<file path="src/design/tdccal_pkg.sv">
// shared constants, codes and types of the tdc hit time calibrator
package tdccal_pkg;

   localparam int MAX_DETECTORS = 4;
   localparam int MAX_CHANNELS  = 4;
   localparam int MAX_BINS      = 1024;

   localparam int SIGNALS   = MAX_DETECTORS * MAX_CHANNELS;
   localparam int BIN_DEPTH = SIGNALS * MAX_BINS;
   localparam int SIG_W     = (SIGNALS > 1) ? $clog2(SIGNALS) : 1;
   localparam int ADDR_W    = $clog2(BIN_DEPTH);
   localparam int ND_W      = $clog2(MAX_DETECTORS + 1);
   localparam int NC_W      = $clog2(MAX_CHANNELS + 1);
   localparam int NB_W      = $clog2(MAX_BINS + 1);

   // payload widths
   localparam int TYPE_W    = 2;
   localparam int DET_W     = 4;
   localparam int CH_W      = 4;
   localparam int FINE_W    = 10;
   localparam int COARSE_W  = 16;
   localparam int DITHER_W  = 10;
   localparam int LOAD_W    = 24;
   localparam int STATUS_W  = 3;
   localparam int TIME_W    = 32;
   localparam int BINVAL_W  = 16;

   // configuration registers
   localparam int CSR_ADDR_W  = 4;
   localparam int CSR_DATA_W  = 32;
   localparam int CSR_IDX_W   = 2;
   localparam int DET_REG_W   = 3;
   localparam int CH_REG_W    = 3;
   localparam int BIN_REG_W   = 11;

   localparam logic [CSR_IDX_W-1:0] REG_DETECTORS = 2'd0;
   localparam logic [CSR_IDX_W-1:0] REG_CHANNELS  = 2'd1;
   localparam logic [CSR_IDX_W-1:0] REG_BINS      = 2'd2;

   // request codes
   localparam logic [TYPE_W-1:0] REQ_HIT         = 2'd0;
   localparam logic [TYPE_W-1:0] REQ_LOAD_BIN    = 2'd1;
   localparam logic [TYPE_W-1:0] REQ_LOAD_OFFSET = 2'd2;
   localparam logic [TYPE_W-1:0] REQ_NONE        = 2'd3;

   // status codes
   localparam logic [STATUS_W-1:0] ST_OK        = 3'd0;
   localparam logic [STATUS_W-1:0] ST_BAD_DET   = 3'd1;
   localparam logic [STATUS_W-1:0] ST_BAD_CH    = 3'd2;
   localparam logic [STATUS_W-1:0] ST_BAD_BIN   = 3'd3;
   localparam logic [STATUS_W-1:0] ST_LOAD_DONE = 3'd4;

   localparam int QUEUE_DEPTH = 4;
   localparam int QPTR_W      = $clog2(QUEUE_DEPTH);
   localparam int QCNT_W      = $clog2(QUEUE_DEPTH + 1);

   // effective (clamped) configuration
   typedef struct packed {
      logic [ND_W-1:0] nd;
      logic [NC_W-1:0] nc;
      logic [NB_W-1:0] nb;
   } cfg_type;

   // classified item as it travels from the front to the back
   typedef struct packed {
      logic [TYPE_W-1:0]          req_type;
      logic [STATUS_W-1:0]        status;
      logic [DET_W-1:0]           detector;
      logic [CH_W-1:0]            channel;
      logic [COARSE_W-1:0]        coarse_time;
      logic signed [DITHER_W-1:0] dither;
      logic signed [LOAD_W-1:0]   load_value;
      logic [SIG_W-1:0]           sig;
      logic [ADDR_W-1:0]          addr;
      logic [ADDR_W-1:0]          nbr_addr;
      logic                       first_bin;
      logic                       last_bin;
   } work_type;

   typedef struct packed {
      logic [QCNT_W-1:0] count;
      logic              full;
   } queue_stat_type;

endpackage

</file>
<file path="src/design/tdccal_front.sv">
// front end: accepts beats, checks ranges, forms signal index and table addresses
module tdccal_front (
   input  logic                                    clock,
   input  logic                                    reset,
   input  tdccal_pkg::cfg_type                     cfg,
   input  logic                                    req_valid,
   output logic                                    req_stall,
   input  logic [tdccal_pkg::TYPE_W-1:0]           req_type,
   input  logic [tdccal_pkg::DET_W-1:0]            req_detector,
   input  logic [tdccal_pkg::CH_W-1:0]             req_channel,
   input  logic [tdccal_pkg::FINE_W-1:0]           req_fine_time,
   input  logic [tdccal_pkg::COARSE_W-1:0]         req_coarse_time,
   input  logic signed [tdccal_pkg::DITHER_W-1:0]  req_dither,
   input  logic signed [tdccal_pkg::LOAD_W-1:0]    req_load_value,
   input  logic                                    q_full,
   output logic                                    push,
   output tdccal_pkg::work_type                    push_data
);
   import tdccal_pkg::*;

   typedef struct packed {
      work_type    work;
      logic [15:0] fine;
      logic [15:0] fine_nbr;
   } stage_type;

   logic      v1_ff;
   logic      v2_ff;
   stage_type s1_ff;
   stage_type s1_in;
   work_type  s2_ff;
   work_type  s2_in;
   logic      ready1;
   logic      ready2;
   logic      accept;
   logic      bad_det;
   logic      bad_ch;
   logic      bad_bin;
   logic [15:0] sig_full;
   logic [31:0] base;

   assign ready2    = !v2_ff || !q_full;
   assign ready1    = !v1_ff || ready2;
   assign req_stall = !ready1;
   assign accept    = req_valid && ready1;
   assign push      = v2_ff && !q_full;
   assign push_data = s2_ff;

   // classification
   assign bad_det = (req_detector == '0) || (16'(req_detector) > 16'(cfg.nd));
   assign bad_ch  = (req_channel == '0) || (16'(req_channel) > 16'(cfg.nc));
   assign bad_bin = (req_type != REQ_LOAD_OFFSET) && (16'(req_fine_time) >= 16'(cfg.nb));
   assign sig_full = 16'(16'(req_detector - DET_W'(1)) * 16'(cfg.nc))
                   + 16'(req_channel - CH_W'(1));

   always_comb begin
      s1_in = '0;
      priority if (bad_det) s1_in.work.status = ST_BAD_DET;
      else if (bad_ch)      s1_in.work.status = ST_BAD_CH;
      else if (bad_bin)     s1_in.work.status = ST_BAD_BIN;
      else if (req_type == REQ_HIT) s1_in.work.status = ST_OK;
      else                  s1_in.work.status = ST_LOAD_DONE;
      s1_in.work.req_type    = req_type;
      s1_in.work.detector    = req_detector;
      s1_in.work.channel     = req_channel;
      s1_in.work.coarse_time = req_coarse_time;
      s1_in.work.dither      = req_dither;
      s1_in.work.load_value  = req_load_value;
      s1_in.work.sig         = sig_full[SIG_W-1:0];
      s1_in.work.first_bin   = (req_fine_time == '0);
      s1_in.work.last_bin    = (16'(req_fine_time) + 16'd1) >= 16'(cfg.nb);
      s1_in.fine             = 16'(req_fine_time);
      // neighbor bin on the side the dither points to
      s1_in.fine_nbr         = req_dither[DITHER_W-1] ? 16'(req_fine_time) - 16'd1
                                                      : 16'(req_fine_time) + 16'd1;
   end

   // address stage
   assign base = 32'(s1_ff.work.sig) * 32'(cfg.nb);

   always_comb begin
      s2_in          = s1_ff.work;
      s2_in.addr     = ADDR_W'(base + 32'(s1_ff.fine));
      s2_in.nbr_addr = ADDR_W'(base + 32'(s1_ff.fine_nbr));
   end

   always_ff @(posedge clock) begin
      if (reset) begin
         v1_ff <= 1'b0;
         v2_ff <= 1'b0;
      end else begin
         if (ready1) v1_ff <= accept && (req_type != REQ_NONE);
         if (ready2) v2_ff <= v1_ff;
      end
   end

   always_ff @(posedge clock) begin
      if (accept) s1_ff <= s1_in;
      if (ready2 && v1_ff) s2_ff <= s2_in;
   end

endmodule

</file>
<file path="config.mk">
export PLATFORM = sky130hd
export DESIGN_NAME = tdccal_front
export DESIGN_NICKNAME = d
export VERILOG_FILES = /design/src/design/tdccal_pkg.sv /design/src/design/tdccal_front.sv
export SDC_FILE = /design/constraint.sdc
export NUM_CORES = 1
export LEC_CHECK = 0
export BUFFER_PORTS_ARGS = -buffer_cell sky130_fd_sc_hd__clkbuf_2
export CORE_MARGIN = 2
export CORE_UTILIZATION = 55
export DETAILED_ROUTE_END_ITERATION = 10
export HOLD_SLACK_MARGIN = 0.03
export PLACE_DENSITY = 0.8
export SETUP_SLACK_MARGIN = 0.1
export SYNTH_ARGS = -nofsm -noshare
export SYNTH_HDL_FRONTEND = slang
export SYNTH_SLANG_ARGS = --single-unit
</file>
<file path="constraint.sdc">
create_clock -name clock -period 10.3 [get_ports clock]
set_clock_uncertainty 0.1 [all_clocks]
set_input_delay 1.03 -clock clock [delete_from_list [all_inputs] [get_ports clock]]
set_output_delay 1.03 -clock clock [all_outputs]
set_load 0.05 [all_outputs]
</file>
After elaboration in Yosys (flattened, before gate mapping)
Cells that the tools add are included.

word-level totals
  input port bits = 91
  bits in registers = 192
  logic and storage cells = 64
  output and inout port bits = 99

cells by class
  add/subtract/negate cells = 7
  equality and inequality tests = 2
  $lt $le $gt $ge = 4
  multiplexer cells = 4
  $mul = 2
  reductions and logical operators = 18

operators with widths
  kind                   count
  $ge 16x11->1           1
  $add 14x10->14         1
  $add 14x14->14         1
  $mul 4x11->14          1
  $mux 14                1
  $add 10x1->11 const B  1
  $ge 10x11->1           1
  $sub 10x1->11 const B  1
  $logic_not 10->1       1
  $gt 4x3->1             2
  $logic_not 4->1        2
  $logic_and 1x1->1      5
  $mul 5x4->4            1
  $sub 4x1->5 const B    1
  $add 4x4->4            1
  $logic_not 1->1        4
  $logic_or 1x1->1       4
  $mux 2                 2
  $ne 2x2->1 const B     2
  $sub 4x1->4 const B    1
  $mux 3                 1
  $reduce_or 3->1        1
  $logic_not 2->1        1

Longest topological paths before layout
Gate-level depths: netlist of the first run.

  depth after elaboration = 5
  gate-level depth with buffers = 19
  depth with buffers taken out = 18

Least setup slack after synthesis of the first run
Ideal clock, no wire load.

  kind = input to register
  start point = input q_full
  end point = register s2_ff, in the netlist push_data[0], enable pin
  slack = 1.438 ns
  stages = 1
  data arrival time = 8.062 ns
  data required time = 9.500 ns
  library setup time = 0.700 ns
  buffers on the path = 0
  path through = a21boi_0

on the way
  cells in the longest elaborated chain, start to end = 3

ends and longest elaborated chain
  element               RTL line            text
  from (decl)           tdccal_front.sv:15  input logic q_full,
  $logic_not 1->1       tdccal_front.sv:42  assign ready2 = !v2_ff || !q_full;
  $logic_or 1x1->1      tdccal_front.sv:42
  $logic_and 1x1->1     tdccal_front.sv:99  if (ready2 && v1_ff) s2_ff <= s2_in;
  to (signal assigned)  tdccal_front.sv:99
  to (decl)             tdccal_front.sv:31  work_type s2_ff;

No other way between the ends.
A chain may end at the register's enable or synchronous reset.

==> flow_summary.json, run 1 <==
{
  "dieArea_sq_um": 18210,
  "netlist_top_cells_area": "edfxtp_1 (60%), ha_1 (10%), fa_1 (5.1%)",
  "maxCapViolCount": 0,
  "dp_hpwl_mm": 13.37,
  "synth-edff-count": 188,
  "avgSynthCellArea_sq_um": 13.85,
  "clk_pin_slew_ps": 70,
  "cts_resized": 0,
  "placed_cell_area_sq_um": 10640,
  "layout.nets": 1072,
  "drtIter0Drc": 320,
  "cts.sinks": 190,
  "fmax_mhz": 191.9,
  "share_comb_of_total_power_pct": 50.2,
  "period_minus_slack_ps": 5210,
  "grt_antenna_before_repair": 0,
  "irDropWorstVdd_mv": 0.1937,
  "cts_root_buffer": "clkbuf_16",
  "max_stage_delay_ps": 550,
  "final_antenna_net_count": 0,
  "htreeDepth": 4,
  "setup_viol": 0,
  "timing.setup.tns_ps": 0,
  "vias": 5835,
  "antennaDiodeCount": 0,
  "port_buffers": 189,
  "startpoint_type": "input pin",
  "rsz0062_at_grt": "false",
  "synth_common_cells": "edfxtp_1 (188), inv_1 (76), ha_1 (75), nand2_1 (36), xnor2_1 (35)",
  "hold_viol_final": 0,
  "dr.pass1.iters": 4,
  "netSwitchingFraction_pct": 40.57,
  "die_x_microns": 134.9,
  "syn_inst": 681,
  "syn_to_final_growth_pct": 19.45,
  "grt_max_degree": 92,
  "grt_first_pass_wirelength_mm": 28.12,
  "setup_slack_ps": 5090,
  "end_kind": "flip-flop",
  "synth_most_common_cell": "edfxtp_1",
  "groute.usage.overall_pct": 20.11,
  "arrival_ps": 5280,
  "yosysTopAreaCellShare_pct": 59.87,
  "sequentialPowerShare_pct": 30.6,
  "leakagePower_nw": 4.871,
  "fin_area_sq_um": 11260,
  "grt_pass1_vias": 5709,
  "yosysTopAreaCell": "edfxtp_1",
  "cp_slowest_cell": "fa_1",
  "timing.critical_path.mode_cell": "fa_1",
  "worstMarginPinSlew_ps": 1181,
  "clk_latency_ps": 430,
  "crit_buf_inv": 3,
  "ios": 190,
  "synth-seq-area-share_pct": 60.30,
  "cts_buffer_depth": 2,
  "syn-num-nets": 871,
  "slew_headroom_pct": 21.28,
  "drc_errors": 0,
  "path_cells": "clkbuf_2 -> nand2_1 -> fa_1 -> inv_1 -> fa_1 -> inv_1 -> fa_1 -> nor2b_4 -> o2111ai_2 -> nand2_1 -> nor2_1 -> xnor2_1 -> ha_1 -> a21o_1 -> a21oi_1 -> o21ai_2 -> a21o_1 -> o31ai_4 -> xor3_1",
  "finalWeightedCongestion": 0.8463,
  "internal-power_mw": 2.095,
  "crit_family": "adder cells",
  "min_period_over_period_pct": 50.58,
  "cp.required_ps": 10370,
  "initial_core_util_pct": 56.66,
  "grt.overflow.total": 0,
  "ys_types": 54,
  "p_per_area_nw_per_um2": 313.0,
  "pre_cts_slack_ps": 4666,
  "worstSetupPathType": "in -> reg",
  "yosysWarningCount": 0,
  "synthArstFlopShare_pct": 0,
  "netlist_area_sq_um": 9429,
  "drt-vias-per-instance": 5.233,
  "final_layout_size_suffix_gt1_share_pct": 26.48,
  "finalPower_mw": 3.526,
  "synth_flop_cell": "edfxtp_1",
  "rows": 47,
  "wl_per_cell_microns": 15.98,
  "synth-seq-cells": 190,
  "die_y_microns": 134.9,
  "holdBufCountCts": 0,
  "status": "complete, no violations",
  "crit_fanout": 6,
  "cts_tree": "built",
  "switching_power_mw": 1.430,
  "slew_viol_final": 0,
  "numCtsBuffers": 17,
  "drt-total-wl_mm": 17.82,
  "clkPwrFrac_pct": 19.1,
  "nFillCells": 1215,
  "coreArea_sq_um": 16640,
  "cts_setup_buffers": 0,
  "hp-class": "reg -> reg"
}
## area by class of cell
cell class | count | area, sq um | share of cell area [%]
Sequential cell | 190 | 5685 | 50.48
Multi-Input combinational cell | 407 | 3441 | 30.55
Timing Repair Buffer | 190 | 953.4 | 8.465
Clock buffer | 17 | 425.4 | 3.777
Inverter | 76 | 285.3 | 2.533
Tap cell | 220 | 275.3 | 2.444
Clock inverter | 15 | 197.7 | 1.755
## per-stage QoR
step,hold slack (ps),util [%],cells
global route,326.4,67.68,1115
detailed placement,304.5,63.93,1083
CTS,318.1,67.68,1115
floorplan,300.3,-,681
finish,316.6,67.68,1115
global placement,300.6,63.93,1083
## flip-flops by register name (all words and copies together) (netlist names)
name / count
v1_ff: 1
push_data: 97
s1_ff: 91
v2_ff: 1
## layer usage
layer  GRT usage, %  share of wire [%]  vias to the layer above
met2          33.19                 48                      186
met4          6.713                1.6                        0
li1               -                  -                     2850
met3          5.030                5.5                       22
met1          26.29                 45                     2777
met5              0                  0                        -
## worst paths after layout
check | from | endpoint | slack, ps | depth (start not counted)
max | cfg[0] | push_data[15]$_DFFE_PP_ | 5090 | 19
min | s1_ff[87]$_DFFE_PP_ | push_data[55]$_DFFE_PP_ | 320 | 0
max reg2reg | s1_ff[65]$_DFFE_PP_ | push_data[15]$_DFFE_PP_ | 5200 | 18
min reg2reg | s1_ff[87]$_DFFE_PP_ | push_data[55]$_DFFE_PP_ | 320 | 0
## power by group through the flow
stage	logic, mW	clock network, mW	registers (mW)
floorplan	1.19	0	1.29
global placement	1.72	0	1.09
detailed placement	1.75	0	1.10
CTS	1.77	0.690	1.08
global route	1.96	0.719	1.09
finish	1.77	0.675	1.08
## placed cells by master (no fill, tap or decap), drive strengths merged, types with 2 or more instances in the layout
cell      instances
clkbuf          206
edfxtp          188
inv              84
ha               75
nand2            36
xnor2            35
and2             30
fa               24
xor2             23
nor2             23
a21oi            22
o21ai            21
nor3             16
a21o             16
nand3            12
nor2b             9
a31oi             7
o22ai             5
a211oi            5
o21a              4
nand2b            4
o21bai            4
o2111ai           4
a21boi            4
or2               3
nor4              3
o211ai            3
clkinv            3
and3              2
o311ai            2
or3               2
nand4             2
bufinv            2
clkinvlp          2
dfxtp             2
o31ai             2
## logic make-up (layout without fill, tap and decap cells)
group,count (synthesis),count (layout),share of synthesized area [%]
muxes,1,1,0.1062
adders and majority gates,99,99,15.05
buffers and inverters,84,298,3.357
and+or+nand+nor,144,144,7.789
DFF,190,190,60.30
AOI/OAI and AO/OA,104,104,7.763
xor gates and xnor gates,59,59,5.639
Power figures use the tool's default switching activity.
==> run 2, diff against run 1 <==
--- a/config.mk
+++ b/config.mk
@@ -5,12 +5,13 @@
 export SDC_FILE = /design/constraint.sdc
 export NUM_CORES = 1
 export LEC_CHECK = 0
+export ABC_AREA = 1
 export BUFFER_PORTS_ARGS = -buffer_cell sky130_fd_sc_hd__clkbuf_2
 export CORE_MARGIN = 2
-export CORE_UTILIZATION = 55
+export CORE_UTILIZATION = 51
 export DETAILED_ROUTE_END_ITERATION = 10
 export HOLD_SLACK_MARGIN = 0.03
-export PLACE_DENSITY = 0.8
+export PLACE_DENSITY = 0.77
 export SETUP_SLACK_MARGIN = 0.1
 export SYNTH_ARGS = -nofsm -noshare
 export SYNTH_HDL_FRONTEND = slang
==> constraint.sdc (replaced) <==
create_clock -name clock -period 4.3 [get_ports clock]
set_clock_uncertainty 0.1 [all_clocks]
set_input_delay 0.43 -clock clock [delete_from_list [all_inputs] [get_ports clock]]
set_output_delay 0.43 -clock clock [all_outputs]
set_load 0.05 [all_outputs]
==> run 2 against run 1 <==
Against the previous run:
- global-route usage is 0.11 points higher
- setup slack worse by 5000 ps
- total power grew to 2.8 times the previous value
- count of clock-buffer cells in the layout stayed put
- first-iteration DRC count is 6.6% higher
- core utilization is 1.1 points lower
- combinational power grew to 3.2 times the previous value
- cell area is 11% higher
- largest cell class unchanged
==> flow_summary.json, run 2 <==
{
  "reg2reg_depth": 20,
  "end_kind": "flip-flop",
  "rsz0062_at_grt": "true",
  "netlist_area_sq_um": 9827,
  "grt_antenna_before_repair": 0,
  "syn_to_final_growth_pct": 27.65,
  "grt_first_pass_wirelength_mm": 31.78,
  "maxCapViolCount": 0,
  "clk_pin_slew_ps": 90,
  "dp_hpwl_mm": 15.73,
  "dieArea_sq_um": 20390,
  "final_antenna_net_count": 0,
  "avgSynthCellArea_sq_um": 11.14,
  "worstReg2RegStart": "s1_ff[65]$_DFFE_PP_",
  "period_minus_slack_ps": 4208,
  "synth-seq-area-share_pct": 57.86,
  "clk_latency_ps": 430,
  "drc_errors": 0,
  "crit_start": "s1_ff[65]$_DFFE_PP_",
  "status": "complete, no violations",
  "leakagePower_nw": 5.809,
  "groute.usage.overall_pct": 20.22,
  "worstSetupPathType": "reg -> reg",
  "fmax_mhz": 237.7,
  "synth-edff-count": 188,
  "path_cells": "buf_6 -> nand2_1 -> inv_1 -> fa_1 -> inv_1 -> fa_1 -> inv_1 -> ha_4 -> nand2_1 -> nand3_4 -> buf_4 -> a21oi_1 -> xnor2_1 -> ha_1 -> nand2_2 -> buf_4 -> nor2_1 -> nand3_1 -> o2111ai_2 -> xor2_1",
  "slew_headroom_pct": 34.03,
  "cp_num_cells": 20,
  "ys_types": 35,
  "largest_register_ffs": 97,
  "reg2reg_to": "push_data[13]$_DFFE_PP_",
  "crit_buf_inv": 6,
  "synth_most_common_cell": "nand2_1",
  "die_x_microns": 142.8,
  "final_layout_size_suffix_gt1_share_pct": 31.19,
  "startpoint_type": "flip-flop",
  "layout.nets": 1328,
  "grt_pass1_vias": 6648,
  "rows": 50,
  "layout_commonest_cell": "clkbuf_2",
  "die_y_microns": 142.8,
  "netlist_top_cells_area": "edfxtp_1 (57%), ha_1 (9.5%), nand2_1 (7.4%)",
  "multiInputGateArea_sq_um": 3900,
  "cts_root_buffer": "clkbuf_16",
  "coreArea_sq_um": 18830,
  "port_buffers": 189,
  "htreeDepth": 4,
  "worstMarginPinSlew_ps": 989.6,
  "numCtsBuffers": 17,
  "crit_family": "adder cells",
  "slew_viol_final": 0,
  "crit_fanout": 6,
  "wl_per_cell_microns": 14.97,
  "cts.sinks": 190,
  "synthArstFlopShare_pct": 0,
  "drt-total-wl_mm": 21.12,
  "syn-num-nets": 1072,
  "nFillCells": 1365,
  "irDropWorstVdd_mv": 0.4271,
  "yosysTopAreaCell": "edfxtp_1",
  "p_per_area_nw_per_um2": 780.8,
  "drt-vias-per-instance": 4.960,
  "finalPower_mw": 9.795,
  "yosysTopAreaCellShare_pct": 57.45,
  "finalWeightedCongestion": 0.9394,
  "grt_max_degree": 98,
  "hp-class": "in -> reg",
  "cts_buffer_depth": 2,
  "max_stage_delay_ps": 530,
  "synth_common_cells": "nand2_1 (193), edfxtp_1 (188), inv_1 (159), ha_1 (75), nor2_1 (51)",
  "setup_viol": 0,
  "r2r_setup_slack_ps": 90,
  "cp.required_ps": 4370,
  "syn_inst": 882,
  "timing.critical_path.mode_cell": "inv_1",
  "crit_end": "push_data[13]$_DFFE_PP_",
  "initial_core_util_pct": 52.19,
  "yosysWarningCount": 0,
  "dr.pass1.iters": 5,
  "synth-seq-cells": 190,
  "mostFrequentLayoutCells": "clkbuf_2 (190), edfxtp_1 (188), nand2_1 (174)",
  "hold_slack_ps": 64.17,
  "drtIter0Drc": 341,
  "synth_flop_cell": "edfxtp_1",
  "ios": 190,
  "arrival_ps": 4280,
  "antennaDiodeCount": 0,
  "grt.overflow.total": 0,
  "cp_slowest_cell": "fa_1",
  "ff_latch_area_sq_um": 5685,
  "vias": 6998,
  "cts_tree": "built",
  "min_period_over_period_pct": 97.85,
  "hold_viol_final": 0
}
==> run 2: cell types whose count changed after synthesis, moves of 5 or more <==
cell and change:
nand2_1 +157, inv_1 +83, and2_1 -30, nor2_1 +28
nand3_1 +25, xnor2_1 -22, a21oi_1 +19, nor3_1 -13
a21o_1 -11, nor2b_1 -8, nand4_1 +7, xor2_1 +6
o21ai_0 +5
==> run 2: cells by family after synthesis <==
family,count (synthesis),share of synthesized area (%)
simple gates,303,12.86
fa+ha+maj,99,14.44
buf+inv,167,6.417
xor+xnor,43,3.909
compound gates,80,4.520
flops,190,57.86
==> run 2: cell type report <==
type                       count  area share (%)
sequential                   190           45.32
multi-input combinational    525           31.09
timing repair buffer         244           11.07
inverter                     160           4.798
clock buffer                  17           3.391
tap                          260           2.593
clock inverter                15           1.735
==> run 2: what timing repair did <==
item	4_1_cts	5_1_grt
pin swaps	9	37
setup buffers	13	7
setup endpoints to repair	12	13
gates resized for setup	19	70
hold buffers	0	0
==> run 2: where the power goes <==
part / internal, mW / switching, mW
clock network: 0.817 / 0.808
registers: 2.46 / 0.0585
logic: 2.37 / 3.28
==> run 2: worst min path at each step <==
stage	depth (start not counted)	endpoint	slack, ps	startpoint
final	1	s1_ff[91]$_DFFE_PP_	60	req_dither[1]
after global routing	1	s1_ff[80]$_DFFE_PP_	40	req_load_value[14]
after CTS	1	s1_ff[91]$_DFFE_PP_	50	req_dither[1]
after detailed placement	0	push_data[36]$_DFFE_PP_	300	s1_ff[68]$_DFFE_PP_
after global placement	0	push_data[36]$_DFFE_PP_	300	s1_ff[68]$_DFFE_PP_
after floorplan	0	push_data[0]$_DFFE_PP_	300	s1_ff[32]$_DFFE_PP_
==> run 2: layer usage <==
layer  routed length (microns)  global-route usage (%)  vias up
met4                       495                   6.879        0
met5                         0                       0        -
met2                     11040                   36.03      235
met3                      1555                   6.137       41
met1                      8029                   23.18     3277
li1                          -                       -     3445
==> run 2: through the flow <==
step / TNS [ps] / instance area (sq um) / util (%) / cells / setup WS, ps
CTS: 0 / 12220 / 64.87 / 1404 / 106.3
global placement: -178.3 / 11360 / 60.31 / 1359 / -178.3
finish: 0 / 12540 / 66.62 / 1411 / 92.24
floorplan: 0 / 9833 / - / 882 / 106.3
detailed placement: -378.4 / 11360 / 60.31 / 1359 / -199.8
global route: -318.9 / 12540 / 66.62 / 1411 / -91.55
==> run 3, diff against run 2 <==
--- a/config.mk
+++ b/config.mk
@@ -8,11 +8,11 @@
 export ABC_AREA = 1
 export BUFFER_PORTS_ARGS = -buffer_cell sky130_fd_sc_hd__clkbuf_2
 export CORE_MARGIN = 2
-export CORE_UTILIZATION = 51
+export CORE_UTILIZATION = 38
 export DETAILED_ROUTE_END_ITERATION = 10
 export HOLD_SLACK_MARGIN = 0.03
-export PLACE_DENSITY = 0.77
 export SETUP_SLACK_MARGIN = 0.1
+export SKIP_CTS_REPAIR_TIMING = 1
 export SYNTH_ARGS = -nofsm -noshare
 export SYNTH_HDL_FRONTEND = slang
 export SYNTH_SLANG_ARGS = --single-unit
==> run 3 against run 2 <==
Against the previous run:
- critical path depth rose by 3
- setup slack improved by 55 ps
- core utilization fell by 16 points
- critical path type unchanged
- largest power group unchanged
==> flow_summary.json, run 3 (synthesis results as in run 2) <==
{
  "groute.usage.overall_pct": 15.88,
  "worstSetupPathType": "reg -> reg",
  "slew_viol_final": 0,
  "port_buffers": 189,
  "syn_to_final_growth_pct": 31.07,
  "p_per_area_nw_per_um2": 800.7,
  "grt_first_pass_wirelength_mm": 33.13,
  "cp.required_ps": 4380,
  "rows": 58,
  "cts.sinks": 190,
  "vias": 6968,
  "grt.overflow.total": 0,
  "worstMarginPinSlew_ps": 986.4,
  "cp_slowest_cell": "fa_1",
  "setup_viol": 0,
  "final_layout_size_suffix_gt1_share_pct": 34.28,
  "largest_register_ffs": 97,
  "finalPower_mw": 10.31,
  "ios": 190,
  "fmax_mhz": 240.8,
  "grt_max_degree": 98,
  "status": "complete, no violations",
  "cts_buffer_depth": 2,
  "worstReg2RegStart": "s1_ff[64]$_DFFE_PP_",
  "finalWeightedCongestion": 0.8861,
  "min_from": "req_load_value[3]",
  "cts_root_buffer": "clkbuf_16",
  "arrival_ps": 4230,
  "drt-vias-per-instance": 4.655,
  "dr.pass1.iters": 5,
  "period_minus_slack_ps": 4152,
  "path_cells": "buf_6 -> nand2_1 -> inv_1 -> fa_1 -> inv_1 -> fa_1 -> inv_2 -> ha_4 -> nand2_2 -> nand2_1 -> nand2_1 -> nand2_2 -> a21oi_2 -> xnor2_2 -> ha_1 -> nand2_1 -> nand2_1 -> a21oi_2 -> nand3_2 -> nand2_2 -> a21oi_2 -> buf_4 -> xor2_1",
  "layout.nets": 1344,
  "final_antenna_net_count": 0,
  "numCtsBuffers": 17,
  "setup_slack_ps": 147.5,
  "irDropWorstVdd_mv": 0.4189,
  "crit_start": "s1_ff[64]$_DFFE_PP_",
  "crit_fanout": 5,
  "pre_cts_slack_ps": -89.30,
  "grt_pass1_vias": 6582,
  "slew_headroom_pct": 34.24,
  "leakagePower_nw": 5.915,
  "min_period_over_period_pct": 96.57,
  "die_x_microns": 164.8,
  "dieArea_sq_um": 27160,
  "grt_antenna_before_repair": 0,
  "clk_latency_ps": 430,
  "die_y_microns": 164.8,
  "dp_cells": 1443,
  "wl_per_cell_microns": 14.74,
  "antennaDiodeCount": 0,
  "startpoint_type": "flip-flop",
  "mostFrequentLayoutCells": "clkbuf_2 (190), edfxtp_1 (188), nand2_1 (167)",
  "coreArea_sq_um": 25250,
  "drc_errors": 0,
  "fin_cells": 1497,
  "drt-total-wl_mm": 22.07,
  "cts_tree": "built",
  "hp-class": "in -> reg",
  "maxCapViolCount": 0,
  "end_kind": "flip-flop",
  "timing.critical_path.mode_cell": "nand2_1",
  "layout_commonest_cell": "clkbuf_2",
  "clk_pin_slew_ps": 80,
  "nFillCells": 2270,
  "htreeDepth": 4,
  "initial_core_util_pct": 38.91,
  "drtIter0Drc": 377,
  "hold_viol_final": 0,
  "rsz0062_at_grt": "true",
  "dp_hpwl_mm": 16.20,
  "max_stage_delay_ps": 520
}
## run 3: area by class of cell
| class | count | area, sq um | area share [%] |
|---|---|---|---|
| timing repair buffer | 260 | 1515 | 11.76 |
| sequential | 190 | 5685 | 44.14 |
| tap | 330 | 412.9 | 3.206 |
| clock inverter | 15 | 202.7 | 1.574 |
| inverter | 160 | 603.1 | 4.682 |
| clock buffer | 17 | 425.4 | 3.303 |
| multi-input combinational | 525 | 4035 | 31.33 |
## run 3: power breakdown
group,leakage (nW),switching [mW],internal [mW],total [mW]
sequential,1.81,0.0644,2.46,2.53
combinational,3.80,3.43,2.73,6.15
clock,0.304,0.782,0.851,1.63
## run 3: metal layers
| layer | up-vias | GRT usage [%] | wire length, microns | share of wire, % |
|---|---|---|---|---|
| met5 | - | 0 | 0 | 0 |
| met4 | 0 | 5.296 | 454 | 2.1 |
| met3 | 28 | 3.365 | 1064 | 4.8 |
| met2 | 174 | 26.32 | 10640 | 48 |
| met1 | 3292 | 20.76 | 9907 | 45 |
| li1 | 3474 | - | - | - |
## run 3: critical path, delay by kind of cell (launching register included)
kind                     cells  cell delay (ps)
AND/OR/NAND/NOR              9              640
buffers and inverters        5              450
adder cells (fa/ha/maj)      4             1710
flip-flops                   1              460
AO/OA/AOI/OAI                3              220
XOR/XNOR                     2              300
## run 3: worst paths after layout
path / end / depth (start not counted) / slack (ps)
max reg2reg: push_data[27]$_DFFE_PP_ / 23 / 150
min reg2reg: push_data[44]$_DFFE_PP_ / 0 / 310
min: s1_ff[69]$_DFFE_PP_ / 1 / 60
max: push_data[27]$_DFFE_PP_ / 23 / 150
## run 3: stage by stage
step	util, %	hold slack (ps)	area (sq um)	TNS, ps
finish	51.00	64.28	12880	0
global route	51.00	38.19	12880	-10.39
CTS	48.22	37.24	12180	-315.4
detailed placement	45.73	304.5	11550	-242.9
global placement	45.73	300.4	11550	-37.23
floorplan	-	300.3	9833	0
